### config.mk
export PLATFORM = sky130hd
export DESIGN_NAME = minute_count_calendar_converter
export DESIGN_NICKNAME = d
export VERILOG_FILES = /design/src/mcc_pkg.sv /design/src/minute_count_calendar_converter.sv /design/src/mcc_pipe_ctrl.sv /design/src/mcc_time_split.sv /design/src/mcc_date_split.sv /design/src/mcc_count_path.sv
export VERILOG_INCLUDE_DIRS = /design/src /design/src/src
export SDC_FILE = /design/constraint.sdc
export NUM_CORES = 2
export LEC_CHECK = 0
export BUFFER_PORTS_ARGS = -buffer_cell sky130_fd_sc_hd__buf_2
export CAP_MARGIN = 10
export CORE_MARGIN = 3
export CORE_UTILIZATION = 66
export DETAILED_ROUTE_END_ITERATION = 10
export PLACE_DENSITY_LB_ADDON = 0.2
export SYNTH_ARGS = -nofsm -noshare
export SYNTH_HDL_FRONTEND = slang
export SYNTH_SLANG_ARGS = --single-unit
### constraint.sdc
create_clock -name clk_i -period 10.9 [get_ports clk_i]
set_input_delay 1.09 -clock clk_i [delete_from_list [all_inputs] [get_ports clk_i]]
set_output_delay 1.09 -clock clk_i [all_outputs]
set_load 0.05 [all_outputs]
### src/minute_count_calendar_converter_defines.svh
// Assertion macros shared by the calendar converter modules.
// Expects clk_i and rst_ni in the scope of the using module.
`ifndef MINUTE_COUNT_CALENDAR_CONVERTER_DEFINES_SVH
`define MINUTE_COUNT_CALENDAR_CONVERTER_DEFINES_SVH

// Same-cycle implication, sampled on the rising clock, off during reset.
`define MCC_ASSERT_IMP(name, ante, cons, msg) \
  name: assert property (@(posedge clk_i) disable iff (!rst_ni) (ante) |-> (cons)) \
    else $error(msg);

// Next-cycle implication, sampled on the rising clock, off during reset.
`define MCC_ASSERT_NEXT(name, ante, cons, msg) \
  name: assert property (@(posedge clk_i) disable iff (!rst_ni) (ante) |=> (cons)) \
    else $error(msg);

`endif

### src/mcc_pkg.sv
// Package for the minute count calendar converter: widths, calendar
// constants, reciprocals for the constant divisions and the month table.
// No dependencies.
package mcc_pkg;

  localparam int NUM_STAGES = 8;

  localparam int COUNT_W  = 33;
  localparam int YEAR_W   = 14;
  localparam int MONTH_W  = 4;
  localparam int DAY_W    = 5;
  localparam int HOUR_W   = 5;
  localparam int MINUTE_W = 6;
  localparam int DAYS_W   = 23;
  localparam int TDATA_W  = 72;

  localparam logic [COUNT_W-1:0] MAX_COUNT = 33'd5258964959;

  localparam logic [17:0] DAYS_400Y = 18'd146097;
  localparam logic [15:0] DAYS_100Y = 16'd36524;
  localparam logic [10:0] DAYS_4Y   = 11'd1461;
  localparam logic [8:0]  DAYS_1Y   = 9'd365;
  localparam logic [10:0] MIN_PER_DAY = 11'd1440;

  // Rounded-up reciprocals; each is exact over the operand range it serves.
  localparam int SHIFT_45 = 34;
  localparam logic [28:0] RECIP_45 =
    29'(((64'd1 << SHIFT_45) + 64'd44) / 64'd45);
  localparam int SHIFT_400Y = 41;
  localparam logic [23:0] RECIP_400Y =
    24'(((64'd1 << SHIFT_400Y) + 64'd146096) / 64'd146097);
  localparam int SHIFT_1461 = 26;
  localparam logic [15:0] RECIP_1461 =
    16'(((64'd1 << SHIFT_1461) + 64'd1460) / 64'd1461);
  localparam int SHIFT_100 = 21;
  localparam logic [14:0] RECIP_100 =
    15'(((64'd1 << SHIFT_100) + 64'd99) / 64'd100);
  localparam int SHIFT_60 = 17;
  localparam logic [11:0] RECIP_60 =
    12'(((64'd1 << SHIFT_60) + 64'd59) / 64'd60);

  typedef enum logic {
    CMD_DECODE = 1'b0,
    CMD_ENCODE = 1'b1
  } cmd_e;

  typedef struct packed {
    cmd_e cmd;
    logic range_err;
  } mcc_tag_t;

  // Days in the year before the first day of month k (0 is January).
  function automatic logic [8:0] cum_days(input logic [3:0] k, input logic leap);
    logic [8:0] base;
    case (k)
      4'd0:    base = 9'd0;
      4'd1:    base = 9'd31;
      4'd2:    base = 9'd59;
      4'd3:    base = 9'd90;
      4'd4:    base = 9'd120;
      4'd5:    base = 9'd151;
      4'd6:    base = 9'd181;
      4'd7:    base = 9'd212;
      4'd8:    base = 9'd243;
      4'd9:    base = 9'd273;
      4'd10:   base = 9'd304;
      4'd11:   base = 9'd334;
      default: base = 9'd0;
    endcase
    return base + {8'd0, leap && (k >= 4'd2)};
  endfunction

endpackage

### src/minute_count_calendar_converter.sv
// Top level of the minute count calendar converter (proleptic Gregorian).
// Depends on mcc_pkg, mcc_pipe_ctrl, mcc_time_split, mcc_date_split,
// mcc_count_path and the converter assertion macros.
//
//   channel  direction  beat carries
//   s_axis   in         command, then count or calendar fields to encode
//   m_axis   out        minute count, calendar fields, range flag
//
// Eight register stages between s_axis and m_axis.
// One beat per cycle sustained while m_axis is ready; every stage is a register with its own valid bit.
// A stall on m_axis backs up stage by stage; bubbles still take new beats.
// Reset clears the valid bits only; data registers are not reset.
`include "minute_count_calendar_converter_defines.svh"

module minute_count_calendar_converter
  import mcc_pkg::*;
(
  input  logic               clk_i,
  input  logic               rst_ni,
  input  logic               s_axis_tvalid,
  output logic               s_axis_tready,
  // [32:0] minute_count, [46:33] year_in, [50:47] month_in, [55:51] day_in,
  // [60:56] hour_in, [66:61] minute_in, [71:67] zero
  input  logic [TDATA_W-1:0] s_axis_tdata,
  // [0] command
  input  logic               s_axis_tuser,
  output logic               m_axis_tvalid,
  input  logic               m_axis_tready,
  // [32:0] count_out, [46:33] year_out, [50:47] month_out, [55:51] day_out,
  // [60:56] hour_out, [66:61] minute_out, [71:67] zero
  output logic [TDATA_W-1:0] m_axis_tdata,
  // [0] range_error
  output logic               m_axis_tuser
);

  logic [NUM_STAGES-1:0] en;
  logic [DAYS_W-1:0]     days;
  logic [HOUR_W-1:0]     hour_r;
  logic [MINUTE_W-1:0]   minute_r;
  logic [YEAR_W-1:0]     year_r;
  logic [MONTH_W-1:0]    month_r;
  logic [DAY_W-1:0]      day_r;
  mcc_tag_t              tag;
  logic [COUNT_W-1:0]    count_r;
  logic                  dec_ok;
  logic [YEAR_W-1:0]     year_out;
  logic [MONTH_W-1:0]    month_out;
  logic [DAY_W-1:0]      day_out;
  logic [HOUR_W-1:0]     hour_out;
  logic [MINUTE_W-1:0]   minute_out;

  mcc_pipe_ctrl u_ctrl (
    .clk_i       (clk_i),
    .rst_ni      (rst_ni),
    .in_valid_i  (s_axis_tvalid),
    .in_ready_o  (s_axis_tready),
    .out_valid_o (m_axis_tvalid),
    .out_ready_i (m_axis_tready),
    .en_o        (en)
  );

  mcc_time_split u_time (
    .clk_i    (clk_i),
    .en_i     (en),
    .count_i  (s_axis_tdata[32:0]),
    .days_o   (days),
    .hour_o   (hour_r),
    .minute_o (minute_r)
  );

  mcc_date_split u_date (
    .clk_i   (clk_i),
    .en_i    (en),
    .days_i  (days),
    .year_o  (year_r),
    .month_o (month_r),
    .day_o   (day_r)
  );

  mcc_count_path u_count (
    .clk_i    (clk_i),
    .en_i     (en),
    .cmd_i    (cmd_e'(s_axis_tuser)),
    .count_i  (s_axis_tdata[32:0]),
    .year_i   (s_axis_tdata[46:33]),
    .month_i  (s_axis_tdata[50:47]),
    .day_i    (s_axis_tdata[55:51]),
    .hour_i   (s_axis_tdata[60:56]),
    .minute_i (s_axis_tdata[66:61]),
    .tag_o    (tag),
    .count_o  (count_r)
  );

  // Calendar fields only on an in-range decode; zero otherwise.
  assign dec_ok     = (tag.cmd == CMD_DECODE) && !tag.range_err;
  assign year_out   = dec_ok ? year_r   : '0;
  assign month_out  = dec_ok ? month_r  : '0;
  assign day_out    = dec_ok ? day_r    : '0;
  assign hour_out   = dec_ok ? hour_r   : '0;
  assign minute_out = dec_ok ? minute_r : '0;

  assign m_axis_tdata = {5'd0, minute_out, hour_out, day_out, month_out, year_out, count_r};
  assign m_axis_tuser = (tag.cmd == CMD_DECODE) && tag.range_err;

  `MCC_ASSERT_IMP(a_decode_date_range, m_axis_tvalid && dec_ok,
    month_r >= 4'd1 && month_r <= 4'd12 && day_r >= 5'd1 && day_r <= 5'd31
    && year_r >= 14'd1 && year_r <= 14'd9999,
    "decoded date outside the calendar")
  `MCC_ASSERT_IMP(a_decode_time_range, m_axis_tvalid && dec_ok,
    hour_r <= 5'd23 && minute_r <= 6'd59,
    "decoded time of day out of range")

endmodule

### src/mcc_pipe_ctrl.sv
// Valid bits and per-stage ready chain for the converter pipeline.
// Depends on mcc_pkg and the converter assertion macros.
`include "minute_count_calendar_converter_defines.svh"

module mcc_pipe_ctrl
  import mcc_pkg::*;
(
  input  logic                  clk_i,
  input  logic                  rst_ni,
  input  logic                  in_valid_i,
  output logic                  in_ready_o,
  output logic                  out_valid_o,
  input  logic                  out_ready_i,
  output logic [NUM_STAGES-1:0] en_o
);

  localparam int LAST = NUM_STAGES - 1;

  logic [NUM_STAGES-1:0] valid_q, valid_d, ready;

  // A stage may load when it is empty or its beat moves on.
  always_comb begin
    ready[LAST] = !valid_q[LAST] || out_ready_i;
    for (int k = LAST - 1; k >= 0; k--) begin
      ready[k] = !valid_q[k] || ready[k+1];
    end
  end

  always_comb begin
    valid_d = valid_q;
    for (int k = 0; k < NUM_STAGES; k++) begin
      if (ready[k]) begin
        valid_d[k] = (k == 0) ? in_valid_i : valid_q[(k == 0) ? 0 : k-1];
      end
    end
  end

  always_ff @(posedge clk_i or negedge rst_ni) begin
    if (!rst_ni) begin
      valid_q <= '0;
    end else begin
      valid_q <= valid_d;
    end
  end

  assign en_o        = ready;
  assign in_ready_o  = ready[0];
  assign out_valid_o = valid_q[LAST];

  `MCC_ASSERT_IMP(a_bubble_gives_ready, $countones(valid_q) < NUM_STAGES, in_ready_o,
    "pipeline has a free stage but refuses input")
  `MCC_ASSERT_NEXT(a_stall_holds_first, valid_q[0] && !ready[1], valid_q[0],
    "stalled beat lost from first stage")
  `MCC_ASSERT_NEXT(a_accept_fills_first, in_valid_i && in_ready_o, valid_q[0],
    "accepted beat missing from first stage")

endmodule

### src/mcc_time_split.sv
// Decode front: minute count to day number, then minutes of day to hour
// and minute. Depends on mcc_pkg.
module mcc_time_split
  import mcc_pkg::*;
(
  input  logic                  clk_i,
  input  logic [NUM_STAGES-1:0] en_i,
  input  logic [COUNT_W-1:0]    count_i,
  output logic [DAYS_W-1:0]     days_o,
  output logic [HOUR_W-1:0]     hour_o,
  output logic [MINUTE_W-1:0]   minute_o
);

  localparam int ST_HOUR = 2;
  localparam int ST_MIN  = 3;
  localparam int LAST    = NUM_STAGES - 1;

  logic [56:0]         days_prod;
  logic [DAYS_W-1:0]   days_d, days_q;
  logic [10:0]         lo_q;
  logic [5:0]          rem45_d;
  logic [10:0]         rest_d, rest_q, rest3_q;
  logic [22:0]         hour_prod;
  logic [HOUR_W-1:0]   hour_d;
  logic [MINUTE_W-1:0] minute_d;
  logic [HOUR_W-1:0]   hour_q [ST_HOUR:LAST];
  logic [MINUTE_W-1:0] min_q  [ST_MIN:LAST];

  // days = count / 1440 = (count >> 5) / 45
  assign days_prod = 57'(count_i[COUNT_W-1:5]) * 57'(RECIP_45);
  assign days_d    = days_prod[SHIFT_45+DAYS_W-1:SHIFT_45];

  // Remainder below 64, so six bits of the subtraction suffice.
  assign rem45_d = lo_q[10:5] - 6'(days_q[5:0] * 6'd45);
  assign rest_d  = {rem45_d, lo_q[4:0]};

  assign hour_prod = 23'(rest_q) * 23'(RECIP_60);
  assign hour_d    = hour_prod[SHIFT_60+HOUR_W-1:SHIFT_60];

  assign minute_d = 6'(rest3_q - 11'(hour_q[ST_HOUR]) * 11'd60);

  always_ff @(posedge clk_i) begin
    if (en_i[0]) begin
      days_q <= days_d;
      lo_q   <= count_i[10:0];
    end
    if (en_i[1]) begin
      rest_q <= rest_d;
    end
    if (en_i[ST_HOUR]) begin
      hour_q[ST_HOUR] <= hour_d;
      rest3_q         <= rest_q;
    end
    if (en_i[ST_MIN]) begin
      min_q[ST_MIN] <= minute_d;
    end
    for (int k = ST_HOUR + 1; k <= LAST; k++) begin
      if (en_i[k]) begin
        hour_q[k] <= hour_q[k-1];
      end
    end
    for (int k = ST_MIN + 1; k <= LAST; k++) begin
      if (en_i[k]) begin
        min_q[k] <= min_q[k-1];
      end
    end
  end

  assign days_o   = days_q;
  assign hour_o   = hour_q[LAST];
  assign minute_o = min_q[LAST];

endmodule

### src/mcc_date_split.sv
// Decode back end: day number to year, month and day through the
// 400, 100, 4 and 1 year cycles. Depends on mcc_pkg.
module mcc_date_split
  import mcc_pkg::*;
(
  input  logic                  clk_i,
  input  logic [NUM_STAGES-1:0] en_i,
  input  logic [DAYS_W-1:0]     days_i,
  output logic [YEAR_W-1:0]     year_o,
  output logic [MONTH_W-1:0]    month_o,
  output logic [DAY_W-1:0]      day_o
);

  localparam int ST_Q    = 1;
  localparam int ST_R400 = 2;
  localparam int ST_C    = 3;
  localparam int ST_F    = 4;
  localparam int ST_Y    = 5;
  localparam int ST_YEAR = 6;
  localparam int ST_DAY  = NUM_STAGES - 1;

  logic [46:0]        q_prod;
  logic [5:0]         q_d;
  logic [5:0]         q_q [ST_Q:ST_YEAR-1];
  logic [DAYS_W-1:0]  days2_q;
  logic [17:0]        r400_d, r400_q;
  logic [1:0]         c_d;
  logic [1:0]         c_q [ST_C:ST_YEAR-1];
  logic [15:0]        r100_d, r100_q, r100_5_q;
  logic [31:0]        f_prod;
  logic [4:0]         f_d;
  logic [4:0]         f_q [ST_F:ST_YEAR-1];
  logic [10:0]        r4;
  logic [1:0]         y_d, y_q;
  logic [8:0]         r1_d;
  logic [8:0]         r1_q [ST_Y:ST_YEAR];
  logic [14:0]        year_sum;
  logic [YEAR_W-1:0]  year_q [ST_YEAR:ST_DAY];
  logic               leap_d, leap_q;
  logic [3:0]         m_d, m_q;
  logic [MONTH_W-1:0] month_d, month_q;
  logic [DAY_W-1:0]   day_d, day_q;

  assign q_prod = 47'(days_i) * 47'(RECIP_400Y);
  assign q_d    = q_prod[SHIFT_400Y+5:SHIFT_400Y];

  assign r400_d = 18'(days2_q - 23'(q_q[ST_Q]) * 23'(DAYS_400Y));

  // The last day of a 400 year cycle clamps to century three.
  assign c_d = 2'({1'b0, r400_q >= 18'd36524} + {1'b0, r400_q >= 18'd73048}
                  + {1'b0, r400_q >= 18'd109572});
  assign r100_d = 16'(r400_q - 18'(c_d) * 18'(DAYS_100Y));

  assign f_prod = 32'(r100_q) * 32'(RECIP_1461);
  assign f_d    = f_prod[SHIFT_1461+4:SHIFT_1461];

  // The last day of a four year cycle clamps to year three.
  assign r4   = 11'(r100_5_q - 16'(f_q[ST_F]) * 16'(DAYS_4Y));
  assign y_d  = 2'({1'b0, r4 >= 11'd365} + {1'b0, r4 >= 11'd730}
                   + {1'b0, r4 >= 11'd1095});
  assign r1_d = 9'(r4 - 11'(y_d) * 11'(DAYS_1Y));

  assign year_sum = 15'(q_q[ST_YEAR-1]) * 15'd400 + 15'(c_q[ST_YEAR-1]) * 15'd100
                  + 15'(f_q[ST_YEAR-1]) * 15'd4 + 15'(y_q) + 15'd1;

  always_comb begin
    leap_d = (y_q == 2'd3) && ((f_q[ST_YEAR-1] != 5'd24) || (c_q[ST_YEAR-1] == 2'd3));
    m_d    = 4'd0;
    for (int k = 1; k < 12; k++) begin
      if (cum_days(4'(k), leap_d) <= r1_q[ST_YEAR-1]) begin
        m_d = 4'(k);
      end
    end
  end

  assign month_d = m_q + 4'd1;
  assign day_d   = 5'(r1_q[ST_YEAR] - cum_days(m_q, leap_q) + 9'd1);

  always_ff @(posedge clk_i) begin
    if (en_i[ST_Q]) begin
      q_q[ST_Q] <= q_d;
      days2_q   <= days_i;
    end
    if (en_i[ST_R400]) begin
      r400_q <= r400_d;
    end
    if (en_i[ST_C]) begin
      c_q[ST_C] <= c_d;
      r100_q    <= r100_d;
    end
    if (en_i[ST_F]) begin
      f_q[ST_F] <= f_d;
      r100_5_q  <= r100_q;
    end
    if (en_i[ST_Y]) begin
      y_q       <= y_d;
      r1_q[ST_Y] <= r1_d;
    end
    if (en_i[ST_YEAR]) begin
      year_q[ST_YEAR] <= year_sum[YEAR_W-1:0];
      leap_q          <= leap_d;
      m_q             <= m_d;
      r1_q[ST_YEAR]   <= r1_q[ST_YEAR-1];
    end
    if (en_i[ST_DAY]) begin
      year_q[ST_DAY] <= year_q[ST_DAY-1];
      month_q        <= month_d;
      day_q          <= day_d;
    end
    for (int k = ST_Q + 1; k < ST_YEAR; k++) begin
      if (en_i[k]) begin
        q_q[k] <= q_q[k-1];
      end
    end
    for (int k = ST_C + 1; k < ST_YEAR; k++) begin
      if (en_i[k]) begin
        c_q[k] <= c_q[k-1];
      end
    end
    for (int k = ST_F + 1; k < ST_YEAR; k++) begin
      if (en_i[k]) begin
        f_q[k] <= f_q[k-1];
      end
    end
  end

  assign year_o  = year_q[ST_DAY];
  assign month_o = month_q;
  assign day_o   = day_q;

endmodule

### src/mcc_count_path.sv
// Encode path and count carry: builds the minute count from calendar
// fields and carries command, range flag and count. Depends on mcc_pkg.
module mcc_count_path
  import mcc_pkg::*;
(
  input  logic                  clk_i,
  input  logic [NUM_STAGES-1:0] en_i,
  input  cmd_e                  cmd_i,
  input  logic [COUNT_W-1:0]    count_i,
  input  logic [YEAR_W-1:0]     year_i,
  input  logic [MONTH_W-1:0]    month_i,
  input  logic [DAY_W-1:0]      day_i,
  input  logic [HOUR_W-1:0]     hour_i,
  input  logic [MINUTE_W-1:0]   minute_i,
  output mcc_tag_t              tag_o,
  output logic [COUNT_W-1:0]    count_o
);

  localparam int ST_ENC = 3;
  localparam int LAST   = NUM_STAGES - 1;

  cmd_e               cmd_q [NUM_STAGES];
  logic               err_q [NUM_STAGES];
  logic [COUNT_W-1:0] cnt_q [NUM_STAGES];

  logic [YEAR_W-1:0]   year_c, year_q, n_c, n2;
  logic [MONTH_W-1:0]  mon_c, mon_q, mon2_q;
  logic [DAY_W-1:0]    day_c, day_q, day2_q;
  logic [HOUR_W-1:0]   hour_q, hour2_q, hour3_q;
  logic [MINUTE_W-1:0] min_q, min2_q, min3_q;
  logic [28:0]         yq_prod, nq_prod;
  logic [7:0]          yq_q, nq_q;
  logic [22:0]         dty_d, dty_q, d_d, d_q;
  logic                leap_d, leap_q;
  logic [COUNT_W-1:0]  total, cnt_enc_d;

  // Zero fields count as their lowest value, months past December as December.
  always_comb begin
    year_c = (year_i == '0) ? 14'd1 : year_i;
    if (month_i == '0) begin
      mon_c = 4'd1;
    end else if (month_i > 4'd12) begin
      mon_c = 4'd12;
    end else begin
      mon_c = month_i;
    end
    day_c = (day_i == '0) ? 5'd1 : day_i;
  end

  assign n_c     = year_c - 14'd1;
  assign yq_prod = 29'(year_c) * 29'(RECIP_100);
  assign nq_prod = 29'(n_c) * 29'(RECIP_100);

  // Days before 1 January of the year, and the leap rule from year / 100.
  assign n2     = year_q - 14'd1;
  assign dty_d  = 23'(n2) * 23'd365 + 23'(n2 >> 2) - 23'(nq_q) + 23'(nq_q >> 2);
  assign leap_d = (year_q[1:0] == 2'b00)
               && ((year_q != 14'(yq_q) * 14'd100) || (yq_q[1:0] == 2'b00));

  assign d_d = dty_q + 23'(cum_days(mon2_q - 4'd1, leap_q)) + 23'(day2_q) - 23'd1;

  assign total = 33'(d_q) * 33'(MIN_PER_DAY) + 33'(hour3_q) * 33'd60 + 33'(min3_q);
  assign cnt_enc_d = (cmd_q[ST_ENC-1] == CMD_ENCODE) ? total : cnt_q[ST_ENC-1];

  always_ff @(posedge clk_i) begin
    if (en_i[0]) begin
      cmd_q[0] <= cmd_i;
      err_q[0] <= count_i > MAX_COUNT;
      cnt_q[0] <= count_i;
      year_q   <= year_c;
      yq_q     <= yq_prod[SHIFT_100+7:SHIFT_100];
      nq_q     <= nq_prod[SHIFT_100+7:SHIFT_100];
      mon_q    <= mon_c;
      day_q    <= day_c;
      hour_q   <= hour_i;
      min_q    <= minute_i;
    end
    if (en_i[1]) begin
      dty_q   <= dty_d;
      leap_q  <= leap_d;
      mon2_q  <= mon_q;
      day2_q  <= day_q;
      hour2_q <= hour_q;
      min2_q  <= min_q;
    end
    if (en_i[2]) begin
      d_q     <= d_d;
      hour3_q <= hour2_q;
      min3_q  <= min2_q;
    end
    for (int k = 1; k < NUM_STAGES; k++) begin
      if (en_i[k]) begin
        cmd_q[k] <= cmd_q[k-1];
        err_q[k] <= err_q[k-1];
        // Swap in the built count on encode beats.
        cnt_q[k] <= (k == ST_ENC) ? cnt_enc_d : cnt_q[k-1];
      end
    end
  end

  assign tag_o   = '{cmd: cmd_q[LAST], range_err: err_q[LAST]};
  assign count_o = cnt_q[LAST];

endmodule

After elaboration in Yosys (flattened, before gate mapping)
Memories as Yosys holds them, arrays and structs flattened.
Cells that the tools add are included.
{ "totals": {"reg_bits": 266, "ram_bits": 432, "romBits": 288, "inputBits": 77, "out_inout_bits": 75, "wordCells": 203, "mem_count": 12} }
{ "op_classes": {"add_sub_neg": 40, "n_mul": 18, "n_lt_le_gt_ge": 21, "n_eq_ne": 4, "mux": 34, "n_bitwise": 1, "n_reduce_logical": 33} }
{ "mem_list": {"columns": ["memory", "words", "width", "rd", "rd_clocked_by_memory_dff", "wr", "line_no", "source"], "rows": [
  ["u_count.cnt_q", 8, 33, 8, 0, 8, "mcc_count_path.sv:24", "logic [COUNT_W-1:0] cnt_q [NUM_STAGES];"],
  ["(no name shown)", 16, 9, 1, 0, 0, "mcc_pkg.sv:55", "case (k)"],
  ["(no name shown)", 16, 9, 1, 0, 0, "mcc_pkg.sv:55", null],
  ["u_date.q_q", 5, 6, 5, 0, 5, "mcc_date_split.sv:24", "logic [5:0] q_q [ST_Q:ST_YEAR-1];"],
  ["u_time.hour_q", 6, 5, 6, 0, 6, "mcc_time_split.sv:26", "logic [HOUR_W-1:0] hour_q [ST_HOUR:LAST];"],
  ["u_time.min_q", 5, 6, 5, 0, 5, "mcc_time_split.sv:27", "logic [MINUTE_W-1:0] min_q [ST_MIN:LAST];"],
  ["6 more memories", null, null, null, null, null, null, null]
]} }
{ "ops": {"columns": ["operator", "count"], "rows": [
  ["9-bit less-or-equal comparator", 10],
  ["28-bit by 29-bit multiplier with 57-bit output, second input constant", 1],
  ["14-bit by 13-bit multiplier with 27-bit output, second input constant", 2],
  ["23-bit by 24-bit multiplier with 47-bit output, second input constant", 1],
  ["8-bit by 1-bit adder with 9-bit output, first input constant", 4],
  ["18-bit by 17-bit greater-or-equal comparator with 1-bit output, second input constant", 2],
  ["33-bit by 11-bit adder with 33-bit output", 1],
  ["33-bit by 6-bit adder with 33-bit output", 1],
  ["33-bit > comparator, second input constant", 1],
  ["33-bit 2-to-1 mux", 1],
  ["4-bit 2-to-1 mux", 8],
  ["16-bit by 15-bit multiplier with 30-bit output, second input constant", 1],
  ["23-bit by 6-bit multiplier with 28-bit output, second input constant", 1],
  ["14-bit 2-to-1 mux", 2],
  ["14-bit by 1-bit subtractor with 14-bit output, second input constant", 2],
  ["9-bit by 1-bit adder with 9-bit output, first input constant", 3],
  ["23-bit by 12-bit adder with 23-bit output", 1],
  ["23-bit by 5-bit adder with 23-bit output", 1],
  ["23-bit by 6-bit adder with 23-bit output", 1],
  ["23-bit by 9-bit adder with 23-bit output", 1],
  ["14-bit by 9-bit multiplier with 23-bit output, second input constant", 1],
  ["23-bit by 1-bit subtractor with 23-bit output, second input constant", 1],
  ["23-bit by 8-bit subtractor with 23-bit output", 1],
  ["11-bit by 12-bit multiplier with 22-bit output, second input constant", 1],
  ["53 further kinds", 102]
]} }

Logic depth before layout (Yosys ltp)
An unclocked memory read counts as a cell.
{ "logic_depth": {"word_depth": 15, "ltp_mapped": 33, "depth_no_buf": 33} }

By module
Synthesis repeated with hierarchy kept, for this count alone.
{ "unflattened": {"cells_unflattened": 6476, "hier_area_um2": 73344.1} }
{ "modules_own_cells": {"columns": ["module", "instances", "cells_per_inst", "area_per_inst_um2", "seq_area_each_um2"], "rows": [
  ["mcc_count_path", 1, 2612, 30967.2, 12251.8],
  ["mcc_date_split", 1, 2294, 25052.8, 5014.8],
  ["mcc_time_split", 1, 1492, 16435.8, 3333.2],
  ["minute_count_calendar_converter", 1, 49, 541.8, 0.0],
  ["mcc_pipe_ctrl", 1, 29, 346.6, 200.2]
]} }

Worst setup path before layout
OpenSTA, ideal clock, no wires.
{ "synth_timing": {"kind": "in2reg", "startpoint": "input port m_axis_tready", "endpoint": "memory u_count.cmd_q[0][0] in the netlist's numbering (enable)", "setup_ns": 1.403, "arrival_time_ns": 9.383, "required_ns": 9.497, "slack_ns": 0.114, "path_stages": 6, "path_buffers": 0, "path_cell_list": "nor2b_1 > nand3_1 > nor2_1 > nand3_1 > inv_1 > nand3_1"} }
{ "synth_lines": {"columns": ["element", "line_no", "source"], "rows": [
  ["start: declaration", "minute_count_calendar_converter.sv:28", "input logic m_axis_tready,"],
  ["end: declaration", "mcc_count_path.sv:22", "cmd_e cmd_q [NUM_STAGES];"]
]} }

Worst setup path in the final report
{ "layout_timing": {"startpoint": "input port s_axis_tdata[43]", "endpoint": "register u_count.nq_q[7], data pin"} }
{ "layout_via": {"elab_chain_len": 4} }
{ "layout_lines": {"columns": ["element", "line_no", "source"], "rows": [
  ["start: declaration", "minute_count_calendar_converter.sv:24", "input logic [TDATA_W-1:0] s_axis_tdata,"],
  ["14-bit zero test", "mcc_count_path.sv:39", "year_c = (year_i == '0) ? 14'd1 : year_i;"],
  ["14-bit 2-to-1 mux (*)", "mcc_count_path.sv:39", null],
  ["14-bit by 1-bit subtractor with 14-bit output (*)", "mcc_count_path.sv:50", "assign n_c = year_c - 14'd1;"],
  ["14-bit by 13-bit multiplier with 27-bit output (*)", "mcc_count_path.sv:52", "assign nq_prod = 29'(n_c) * 29'(RECIP_100);"],
  ["named net u_count.nq_prod[28]", "mcc_count_path.sv:31", "logic [28:0] yq_prod, nq_prod;"],
  ["end signal: assignment", "mcc_count_path.sv:72", "nq_q <= nq_prod[SHIFT_100+7:SHIFT_100];"],
  ["end: declaration", "mcc_count_path.sv:32", "logic [7:0] yq_q, nq_q;"]
]} }
Mark *: on every way through the listed nets, which the timed path passes. The rest lies on a longest branch.
A chain may end at the register's enable or synchronous reset.

==> run_results.csv <==
group,metric,value,unit
setup_path,critical_path.endpoint_type,"register",
place,place_hpwl,121000,um
timing,final_hold_viol_count,0,
detailed_routing,wire_per_inst,18.3,um
setup_path,required,11.24,ns
layout,layout.nets,8590,
detailed_routing,routed_via_density,5.49,
detailed_routing,wl,143000,um
timing,final.setup_skew,0.0366,ns
floorplanning,die_area,111000,sq um
floorplanning,ios,152,
detailed_routing,drc_errors,0,
setup_path,r2r-start,"u_time.days_o[5]",
logic_synthesis,synthArstFlopShare,0.0119,
place,routabilityCongestion,0.973,
floorplanning,dieHeight,334,um
clocking,cts-root-buf,"clkbuf_16",
clocking,htree_levels,3,
floorplanning,rows,119,
setup_path,setup.worst_path.class,"in -> reg",
setup_path,crit_top_cell,"inv_1",
grt,grt_use_total,0.268,
timing,setup_viol_count_final,0,
logic_synthesis,yosysUniqueCellTypes,96,
timing,finalCriticalPeriod,9.34,ns
clocking,path_clk_slew,0.06,ns
detailed_routing,first_pass_iters,8,
clocking,cts-resized-gates,0,
floorplanning,dieWidth,334,um
grt,overflow,0,
timing,hold_ws,0.338,ns
timing,setup_tns,0,ns
grt,grt_max_degree,73,
job,drv_cap,0,
clocking,clock_latency,0.63,ns
setup_path,reg2reg_slack,3.47,ns
grt,grt_pass1_wl,237000,um
logic_synthesis,yosysSeqAreaShare,0.285,
layout,fill_cells,7446,
detailed_routing,ant_nets,0,
clocking,cts_hold_buf,0,
logic_synthesis,synth_warnings,0,
detailed_routing,drt_iter0_drc,2659,
setup_path,critPathMaxStageDelay,0.68,ns
place,placed_area,73100,sq um
logic_synthesis,synth_ff_type,"edfxtp_1",
timing,tightest_slew,0.998,ns
timing,rsz0062_at_grt,"no",
grt,grt_pass1_vias,45463,
layout,area_growth,6.60,%
setup_path,critPathMaxFanout,14,
logic_synthesis,syn_area,70800,sq um
layout,utilization,0.713,
timing,final.period_utilization,0.857,
clocking,post_cts_buffers,0,
setup_path,critPathSlowestCell,"xnor2_1",
clocking,cts_buffer_depth,3,
timing,relSlewSlack,0.330,
place,io_buffers,141,
layout,final_area,75500,sq um
logic_synthesis,synth-edff-count,665,
timing,timing.fmax,107,MHz
timing,drv_slew,0,
setup_path,reg2reg_to,"u_date.q_q[0][11]",
clocking,numCtsBuffers,72,
floorplanning,core,106000,sq um
setup_path,worst_ep_arrival_time,9.68,ns
logic_synthesis,postSynthAreaPerCell,11.5,sq um
layout,drive_gt1_frac,0.0551,
logic_synthesis,synth_cells,6169,
status,status,"finished, final reports clean",
layout,register_area,20200,sq um
min_path,hp-class,"in -> async",
detailed_routing,num_vias,42794,
grt,antenna_found_initial,15,
clocking,cts_tree,"built",
setup_path,reg2reg_depth,20,
logic_synthesis,ys_ff_latch,673,
clocking,cts.sinks,673,
setup_path,start_kind,"input pin",
layout,multi_input_area,44200,sq um
floorplanning,start_util,0.669,
[critical path: cells and delay by family]
family          cells  cell delay, ns
fa+ha+maj           8            3.11
simple gates        5            1.21
compound gates     10            2.83
xor+xnor            2            0.82
buf+inv             7            0.62
[synth_stat cells (12+ instances only)]
cell	n	area [sq um]
ha_1	1313	16400
inv_1	1643	6170
a31oi_1	20	125
o21a_1	26	195
nor3_1	57	285
or2_2	13	81.3
and2_1	49	307
nand3_1	53	265
o21ai_0	110	551
nand4_1	28	175
a21o_1	88	661
and3_1	17	106
or3_1	12	75.1
nand2b_1	28	175
o21bai_1	38	285
edfxtp_1	665	20000
mux2_2	22	248
nand2_1	125	469
nor2_1	161	604
clkbuf_1	26	97.6
xor2_1	70	613
xnor2_1	232	2030
a211oi_1	22	165
fa_1	864	17300
o211ai_1	16	120
buf_4	38	285
a21oi_1	212	1060
nor2b_1	34	213
[how the worst max path moves through the flow]
stage / end / start / cells past startpoint
floorplan: u_count.cmd_q[0][0] / m_axis_tready / 6
global placement: u_count.nq_q[7] / s_axis_tdata[37] / 32
detailed placement: u_count.nq_q[7] / s_axis_tdata[37] / 32
CTS: u_count.nq_q[7] / s_axis_tdata[37] / 32
global route: u_count.nq_q[7] / s_axis_tdata[37] / 32
finish: u_count.nq_q[7] / s_axis_tdata[43] / 32
[sequential cells by signal, summed over array words and instances, names as in the netlist, 11 cells and up]
| register | cells |
|---|---|
| u_date.r100_q | 16 |
| u_time.days_o | 23 |
| u_count.d_q | 23 |
| u_date.q_q | 30 |
| u_date.days2_q | 18 |
| u_time.rest_q | 11 |
| u_time.min_q | 30 |
| u_time.hour_q | 30 |
| u_count.year_q | 14 |
| u_date.r100_5_q | 11 |
| u_date.year_q | 28 |
| u_count.cnt_q | 244 |
| u_date.r1_q | 14 |
| u_count.dty_q | 23 |
| u_date.r400_q | 18 |
[kinds of logic after synthesis]
| kind of cell | Yosys count | share of synthesized area |
|---|---|---|
| xor gates and xnor gates | 303 | 0.0376 |
| buffers and inverters | 1710 | 0.0927 |
| DFF | 673 | 0.285 |
| muxes | 28 | 0.00452 |
| adders and majority gates | 2178 | 0.476 |
| other | 1 | 0.0000529 |
| AOI/OAI and AO/OA | 651 | 0.0591 |
| and+or+nand+nor | 625 | 0.0451 |
[cell type report]
cell class	count	share of cell area
tap	1391	0.0231
timing repair buffer	156	0.0108
sequential	673	0.267
clock buffer	83	0.0251
clock inverter	48	0.00706
inverter	1643	0.0817
antenna	7	0.000232
multi-input combinational	3790	0.585
[per-stage QoR]
stage          instances  setup slack [ns]
2_1_floorplan       6173             0.114
3_3_place_gp        7652              1.09
3_5_place_dp        7652             0.846
4_1_cts             7783              1.48
5_1_grt             7785             0.782
6_report            7791              1.56
[metal layers]
metal | global-route usage | up-vias | wire, um
li1 | - | 20375 | -
met1 | 0.379 | 21018 | 62600
met2 | 0.439 | 1180 | 67000
met3 | 0.0459 | 213 | 10000
met4 | 0.0617 | 8 | 3050
met5 | 0 | - | 55
[placed cells by master, fill, tap and decap left out, types with 74 or more instances in the layout]
cell type  netlist  final
a21o_1          88     88
a21oi_1        212    212
buf_2            1    141
clkbuf_16        0     74
edfxtp_1       665    665
fa_1           864    864
ha_1          1313   1313
inv_1         1643   1641
nand2_1        125    122
nor2_1         161    161
o21ai_0        110    110
xnor2_1        232    232
Power is left out: the tool's default activity adds up to more than one toggle a clock period on the data nets, which glitch-free logic cannot reach.
